### src/rtl/hkbs_pkg.sv
package hkbs_pkg;

    // default number of stored key slots
    localparam int KeySlotsDefault = 6;
    // key slots carried by one report
    localparam int InputSlots      = 6;
    localparam int MapSize         = 14;
    localparam logic [6:0] MinReportLen     = 7'd8;
    localparam logic [7:0] GamepadId        = 8'h01;
    localparam logic [7:0] GamepadAxisLimit = 8'h40;

    // operation codes
    localparam logic OpReport  = 1'b0;
    localparam logic OpRemoved = 1'b1;

    // usage to scancode map
    localparam logic [7:0] UsageRom [MapSize] = '{
        8'h1A, 8'h04, 8'h16, 8'h07, 8'h1D, 8'h52, 8'h51,
        8'h50, 8'h4F, 8'h2C, 8'h2B, 8'h28, 8'h29, 8'hE0
    };
    localparam logic [7:0] ScancodeRom [MapSize] = '{
        8'h11, 8'h1e, 8'h1f, 8'h20, 8'h2c, 8'h5a, 8'h6a,
        8'h6b, 8'h6c, 8'h39, 8'h0f, 8'h1c, 8'h01, 8'h1d
    };

    typedef struct packed {
        logic       operation;
        logic [6:0] report_length;
        logic [7:0] modifier_byte;
        logic [7:0] reserved_byte;
        logic [7:0] slot_zero;
        logic [7:0] slot_one;
        logic [7:0] slot_two;
        logic [7:0] slot_three;
        logic [7:0] slot_four;
        logic [7:0] slot_five;
    } t_in_beat;

    typedef struct packed {
        logic [7:0] scancode;
        logic       pressed;
        logic       last;
    } t_out_beat;

    // what one lane found for its slot
    typedef struct packed {
        logic       rel_valid;
        logic [7:0] rel_sc;
        logic       prs_valid;
        logic [7:0] prs_sc;
    } t_lane_evt;

    // map a usage, zero when it has no entry
    function automatic logic [7:0] lookup_scancode(input logic [7:0] usage);
        logic [7:0] sc;
        sc = 8'h00;
        for (int i = 0; i < MapSize; i++) begin
            if (UsageRom[i] == usage) begin
                sc = sc | ScancodeRom[i];
            end
        end
        return sc;
    endfunction

    // key slot k of a report, empty beyond the carried slots
    function automatic logic [7:0] report_slot(input t_in_beat b, input int k);
        logic [7:0] key;
        case (k)
            0:       key = b.slot_zero;
            1:       key = b.slot_one;
            2:       key = b.slot_two;
            3:       key = b.slot_three;
            4:       key = b.slot_four;
            5:       key = b.slot_five;
            default: key = 8'h00;
        endcase
        return key;
    endfunction

endpackage

### src/rtl/hid_keyboard_report_to_scancodes_top.sv
// Boot keyboard report to scancode translator. Each input beat carries one
// report or a device-removed notice; each output beat is one key event, with
// last set on the final event of a report. Key slots are compared against the
// stored previous report by one lane per slot, combinationally, and the
// lanes' releases and presses are queued into a pending buffer that feeds the
// output register one event per cycle while the output is not stalled. A report
// causes up to 2 * KEY_SLOTS events; the next
// report is taken in the cycle its predecessor's last event leaves the
// buffer, so reports with at most one event stream at one per cycle while the output is not stalled.
module hid_keyboard_report_to_scancodes_top
    import hkbs_pkg::*;
#(
    parameter int KEY_SLOTS = KeySlotsDefault
) (
    input  logic      i_clk,
    input  logic      i_rst_n,
    input  logic      i_in_valid,
    output logic      o_in_ready,
    input  t_in_beat  i_in_data,
    output logic      o_out_valid,
    input  logic      i_out_ready,
    output t_out_beat o_out_data
);

    logic [KEY_SLOTS-1:0][7:0] r_prev;
    logic [KEY_SLOTS-1:0][7:0] n_prev;
    logic [KEY_SLOTS-1:0][7:0] cur_keys;
    t_lane_evt [KEY_SLOTS-1:0] evt;
    logic                      accept;
    logic                      gamepad;
    logic                      report_ok;

    // current report slots
    always_comb begin
        for (int k = 0; k < KEY_SLOTS; k++) begin
            cur_keys[k] = report_slot(i_in_data, k);
        end
    end

    // report filter
    assign gamepad   = (i_in_data.modifier_byte == GamepadId) &&
                       !((i_in_data.slot_zero == 8'h00) &&
                         (i_in_data.reserved_byte < GamepadAxisLimit));
    assign report_ok = (i_in_data.operation == OpReport) &&
                       (i_in_data.report_length >= MinReportLen) && !gamepad;
    assign accept    = i_in_valid && o_in_ready;

    // one lane per key slot
    for (genvar g = 0; g < KEY_SLOTS; g++) begin : g_lane
        hkbs_lane #(
            .KEY_SLOTS(KEY_SLOTS)
        ) u_lane (
            .i_cur_key  (cur_keys[g]),
            .i_prev_key (r_prev[g]),
            .i_cur_keys (cur_keys),
            .i_prev_keys(r_prev),
            .o_evt      (evt[g])
        );
    end

    // stored keys
    always_comb begin
        n_prev = r_prev;
        if (accept) begin
            if (i_in_data.operation == OpRemoved) begin
                n_prev = '0;
            end else if (report_ok) begin
                n_prev = cur_keys;
            end
        end
    end

    always_ff @(posedge i_clk) begin
        if (!i_rst_n) begin
            r_prev <= '0;
        end else begin
            r_prev <= n_prev;
        end
    end

    // event queue and output register
    hkbs_merge #(
        .KEY_SLOTS(KEY_SLOTS)
    ) u_merge (
        .i_clk      (i_clk),
        .i_rst_n    (i_rst_n),
        .i_take     (accept && report_ok),
        .i_evt      (evt),
        .o_ready    (o_in_ready),
        .o_out_valid(o_out_valid),
        .i_out_ready(i_out_ready),
        .o_out_data (o_out_data)
    );

endmodule

### src/rtl/hkbs_lane.sv
module hkbs_lane
    import hkbs_pkg::*;
#(
    parameter int KEY_SLOTS = KeySlotsDefault
) (
    input  logic [7:0]                 i_cur_key,
    input  logic [7:0]                 i_prev_key,
    input  logic [KEY_SLOTS-1:0][7:0]  i_cur_keys,
    input  logic [KEY_SLOTS-1:0][7:0]  i_prev_keys,
    output t_lane_evt                  o_evt
);

    logic       prev_in_cur;
    logic       cur_in_prev;
    logic [7:0] rel_sc;
    logic [7:0] prs_sc;

    // membership of this slot's keys in the other report
    always_comb begin
        prev_in_cur = 1'b0;
        cur_in_prev = 1'b0;
        for (int k = 0; k < KEY_SLOTS; k++) begin
            if (i_cur_keys[k] == i_prev_key) begin
                prev_in_cur = 1'b1;
            end
            if (i_prev_keys[k] == i_cur_key) begin
                cur_in_prev = 1'b1;
            end
        end
    end

    // map and qualify release and press
    always_comb begin
        rel_sc          = lookup_scancode(i_prev_key);
        prs_sc          = lookup_scancode(i_cur_key);
        o_evt.rel_sc    = rel_sc;
        o_evt.prs_sc    = prs_sc;
        o_evt.rel_valid = (i_prev_key != 8'h00) && !prev_in_cur && (rel_sc != 8'h00);
        o_evt.prs_valid = (i_cur_key != 8'h00) && !cur_in_prev && (prs_sc != 8'h00);
    end

endmodule

### src/rtl/hkbs_merge.sv
module hkbs_merge
    import hkbs_pkg::*;
#(
    parameter int KEY_SLOTS = KeySlotsDefault
) (
    input  logic                        i_clk,
    input  logic                        i_rst_n,
    input  logic                        i_take,
    input  t_lane_evt [KEY_SLOTS-1:0]   i_evt,
    output logic                        o_ready,
    output logic                        o_out_valid,
    input  logic                        i_out_ready,
    output t_out_beat                   o_out_data
);

    localparam int EvCount = 2 * KEY_SLOTS;

    logic [EvCount-1:0]      r_pend;
    logic [EvCount-1:0]      n_pend;
    logic [EvCount-1:0][7:0] r_sc;
    logic [EvCount-1:0]      new_mask;
    logic [EvCount-1:0][7:0] new_sc;
    logic [EvCount-1:0]      pick;
    logic [EvCount-1:0]      rest;
    logic [7:0]              sel_sc;
    logic                    move;
    logic                    r_out_valid;
    t_out_beat               r_out_data;

    // releases in slot order first, then presses
    always_comb begin
        for (int k = 0; k < KEY_SLOTS; k++) begin
            new_mask[k]             = i_evt[k].rel_valid;
            new_sc[k]               = i_evt[k].rel_sc;
            new_mask[KEY_SLOTS + k] = i_evt[k].prs_valid;
            new_sc[KEY_SLOTS + k]   = i_evt[k].prs_sc;
        end
    end

    // lowest pending event goes next
    always_comb begin
        pick   = r_pend & (~r_pend + {{(EvCount-1){1'b0}}, 1'b1});
        rest   = r_pend & ~pick;
        sel_sc = 8'h00;
        for (int j = 0; j < EvCount; j++) begin
            if (pick[j]) begin
                sel_sc = sel_sc | r_sc[j];
            end
        end
    end

    assign move    = (r_pend != '0) && (!r_out_valid || i_out_ready);
    assign o_ready = (r_pend == '0) || (move && (rest == '0));

    always_comb begin
        n_pend = move ? rest : r_pend;
        if (i_take) begin
            n_pend = new_mask;
        end
    end

    // pending events
    always_ff @(posedge i_clk) begin
        if (!i_rst_n) begin
            r_pend <= '0;
        end else begin
            r_pend <= n_pend;
        end
        if (i_take) begin
            r_sc <= new_sc;
        end
    end

    // output beat register
    always_ff @(posedge i_clk) begin
        if (!i_rst_n) begin
            r_out_valid <= 1'b0;
        end else if (move) begin
            r_out_valid <= 1'b1;
        end else if (i_out_ready) begin
            r_out_valid <= 1'b0;
        end
        if (move) begin
            r_out_data.scancode <= sel_sc;
            r_out_data.pressed  <= (pick[EvCount-1:KEY_SLOTS] != '0);
            r_out_data.last     <= (rest == '0);
        end
    end

    assign o_out_valid = r_out_valid;
    assign o_out_data  = r_out_data;

endmodule

### config.mk
export PLATFORM = sky130hd
export DESIGN_NAME = hid_keyboard_report_to_scancodes_top
export DESIGN_NICKNAME = d
export VERILOG_FILES = /design/src/rtl/hkbs_pkg.sv /design/src/rtl/hid_keyboard_report_to_scancodes_top.sv /design/src/rtl/hkbs_lane.sv /design/src/rtl/hkbs_merge.sv
export SDC_FILE = /design/constraint.sdc
export NUM_CORES = 1
export LEC_CHECK = 0
export BUFFER_PORTS_ARGS = -buffer_cell sky130_fd_sc_hd__clkbuf_2
export CORE_ASPECT_RATIO = 1.4
export CORE_MARGIN = 2
export CORE_UTILIZATION = 50
export CTS_CLUSTER_SIZE = 12
export DETAILED_ROUTE_END_ITERATION = 16
export GPL_TIMING_DRIVEN = 0
export PLACE_DENSITY_LB_ADDON = 0.2
export REMOVE_ABC_BUFFERS = 1
export SYNTH_ARGS = -nofsm -noshare
export SYNTH_HDL_FRONTEND = slang
export SYNTH_SLANG_ARGS = --single-unit
### constraint.sdc
create_clock -name i_clk -period 4.77 [get_ports i_clk]
set_input_delay 0.477 -clock i_clk [delete_from_list [all_inputs] [get_ports i_clk]]
set_output_delay 0.477 -clock i_clk [all_outputs]
set_load 0.02 [all_outputs]
==> results.rst <==
.. list-table::
   :header-rows: 1

   * - Metric
     - Value
   * - Share of synthesized cell area in full adder, half adder and majority cells
     - 0%
   * - Post-synth EDFFs
     - between 90 and 100
   * - Global-route wire length before repair
     - 68320 um
   * - Total number of nets in the final design
     - 1606
   * - Crit path required time
     - a little under 5 ns
   * - Relative slew margins
     - 21.46%
   * - Core Region
     - ~26000 um2
   * - Initial antenna violation count
     - 0
   * - Setup repair after global routing missed its margin
     - false
   * - Number of nets with antenna violations after routing
     - 0
   * - Most used flip-flop cell after synthesis
     - edfxtp_1
   * - DRC violations left
     - 0
   * - R2R depth
     - 7
   * - Antenna Diode Count
     - 0
   * - Number of buffers created by CTS
     - 17
   * - Top cells by area in the synthesized netlist
     - edfxtp_1, xnor2_1, xor2_1
   * - Wirelength per Cell
     - 24.05 um
   * - CTS clk-pin slew, worst paths
     - 0.06 ns
   * - Max-capacitance violation count
     - 0
   * - Fin area
     - about 14000 um2
   * - Cell row count
     - 70
   * - Static Leak
     - around 5.2 nW
   * - Die extent in x
     - 141.6 um
   * - Leading cell type in the layout, fill and taps excluded
     - xnor2_1
   * - Number of design-rule violations left by the first detailed-router iteration
     - about 1400
   * - Destination of the worst register-to-register timing path
     - u_merge.r_sc[70]
   * - Post-Synthesis Cells
     - 1601
   * - Root Buffer
     - clkbuf_16
   * - Min Clock Period, post-route
     - around 3.9 ns
   * - Worst reg2reg setup slack
     - between 0.8 and 0.9 ns
   * - Total power draw
     - roughly 3.6 mW
   * - Final weighted congestion of routability-driven global placement
     - 0.9715
   * - Destination of the worst hold path
     - u_merge.o_out_valid
   * - Post-synthesis xor/xnor area fraction
     - 19.97%
   * - Max rail drop VDD
     - 0.2310 mV
   * - Number of buffers on the longest clock path
     - 2
   * - CTS tree
     - yes
   * - Synth top area share
     - between 20% and 30%
   * - Cell type with the highest aggregate area in the netlist
     - edfxtp_1
   * - Mux contribution to synthesized area
     - 0.2362%
   * - Simple-gate portion of the synthesized area
     - 27.14%
   * - Wire length reported by the detailed router
     - roughly 45000 um
   * - Maximum fanout along the worst path
     - just under 50
   * - Synthesis-to-layout area growth
     - 5.650%
   * - Synthesized-area fraction occupied by ao, oa, aoi and oai cells
     - 16.40%
   * - I/O Buffers
     - 77
   * - Largest family of logic cells by synthesized area
     - simple AND/OR/NAND/NOR gates
   * - Total setup violations reported at the end of the flow
     - 0
   * - Fmax
     - 253.2 MHz
   * - Number of stages on the worst hold path
     - 4
   * - Hold-fix buffer count after cts
     - 0
   * - Vias after detailed routing
     - 12664
   * - Average via count per standard cell
     - 6.783
   * - Post-synthesis register bit count
     - 154
   * - Hold wc startpoint
     - i_out_ready
   * - Total Negative Setup Slacks
     - 0 ns
   * - Worst min-delay path class
     - in -> reg
   * - Kind of launch point of the worst setup path
     - flop
   * - Placed cells
     - between 1500 and 2000
   * - Number of levels the H-tree was split into
     - 4
   * - Final critical-path share of the clock period
     - 82.79%
   * - Max Slew Vio Count
     - 0
   * - Reg-to-reg startpoint
     - u_merge.r_pend[0]
   * - Die area
     - between 20000 and 30000 um2
   * - Endpoints failing hold
     - 0
   * - Crit path capture type
     - flop
   * - Share of async-settable or async-resettable flops after synthesis
     - 0%
   * - # clock sinks
     - 154
   * - Mean post-synth cell area
     - 8.272 um2
   * - Highest-count cells in the layout ignoring fill and taps
     - xnor2_1, xor2_1, nand2_1, nor2_1, edfxtp_1
   * - Measured slew at the worst slew-check pin
     - 1.162 ns
   * - Non-filler instance count after layout
     - 1867
   * - Pin count of the biggest net entering global routing
     - 50
   * - Initial Utilization
     - approximately 51%
   * - Data arrival time of the critical path
     - 4.08 ns
   * - Run status
     - complete, no violations
   * - Fraction of layout cells with a size suffix above 1
     - 8.814%
   * - Vias in the first global route
     - 11621
   * - Seq/Total Area, Yosys
     - 30.31%
   * - Post-CTS resize count
     - 0
   * - Count of yosys warnings during synthesis
     - 0
   * - Area after detailed placement
     - 13430 um2
   * - Height of the chip
     - 196.6 um
   * - Setup clock skew after layout
     - 0.007932 ns
   * - Ratio of total power to cell area
     - approximately 260 nW/um2
   * - Buffer count from post-CTS setup fixing
     - 0
   * - Global router's overall resource usage
     - 32.03%
   * - Clock latency on the worst-skew pair
     - 0.45 ns
   * - Number of top-level design ports
     - 88
   * - Post-synth design cell area
     - 13240 um2
   * - Global route total overflow
     - 0
   * - Estimated wirelength of the detail-placed design
     - 30860 um
   * - Distinct cell type count of the synthesized netlist
     - 73
   * - Worst Setup Path Type
     - reg -> reg
   * - TritonRoute pass-1 iters
     - 8
## per-stage QoR
stage	utilization [%]	setup slack (ns)	hold slack, ns
after floorplan	-	0.2637	0.4978
after global placement	51.12	-1.090	0.5243
after detailed placement	51.45	0.8644	0.5342
after CTS	53.61	0.8607	0.4412
after global routing	53.61	0.5739	0.5315
final	53.61	0.8209	0.4700
## final cells by class
type / instances / area (um2)
Sequential cell: 154 / 4014
Clock buffer: 22 / 464.2
Fill cell: 2448 / 12110
Multi-Input combinational cell: 1253 / 8459
Tap cell: 324 / 405.4
Clock inverter: 10 / 98.84
Timing Repair Buffer: 80 / 460.4
Inverter: 24 / 90.09
## state kept, by name (all words and copies together), names as in the netlist
name / flops
u_merge.o_out_data: 9
u_merge.r_pend: 12
u_merge.o_out_valid: 1
u_merge.r_sc: 84
r_prev: 48
## critical path: stages, from the launching register on
cell	delay, ns
dfxtp_1	0.55
nor4_2	0.51
nand3_1	0.36
a2111oi_0	0.42
nor3_1	0.18
a211oi_4	0.65
and2_4	0.61
buf_16	0.30
## cell families (layout without fill, tap and decap cells)
group           after synthesis  after routing
xor+xnor                    302            302
mux                           3              3
simple gates                652            652
compound gates              295            295
other cells                   1              1
buf+inv                     194            136
flops                       154            154
## synth_stat cells, drive strengths merged (18+ instances only)
cell type,instances
xnor2,159
xor2,143
nand2,123
nor2,106
clkbuf,99
edfxtp,93
nand4,72
buf,71
nand3,62
dfxtp,61
nor4,57
o21ai,56
a22o,51
nor3,43
nand2b,29
inv,24
a21oi,23
a22oi,23
nor2b,18
or3,18
## report_power, final
| group | total, mW | switching [mW] | internal, mW |
|---|---|---|---|
| clock | 1.34 | 0.547 | 0.788 |
| sequential | 1.61 | 0.127 | 1.48 |
| combinational | 0.668 | 0.411 | 0.256 |
## layer usage
metal  share of wire, %  vias to the layer above  track usage (%)
met5                  0                        -                0
met4                6.3                        0            17.07
met3                9.0                      172            5.661
met2                 45                      736            51.73
met1                 39                     6034            40.80
li1                   -                     5722                -
## worst max path at each step
stage                      start               end  slack, ns
3_3_place_gp   u_merge.r_pend[0]  u_merge.r_sc[69]      -1.09
4_1_cts        u_merge.r_pend[0]  u_merge.r_sc[70]       0.86
6_report       u_merge.r_pend[0]  u_merge.r_sc[70]       0.82
2_1_floorplan  u_merge.r_pend[0]   u_merge.r_sc[0]       0.26
3_5_place_dp   u_merge.r_pend[0]  u_merge.r_sc[69]       0.86
5_1_grt        u_merge.r_pend[0]  u_merge.r_sc[29]       0.57
No activity file was read; power rests on OpenSTA's default activity.
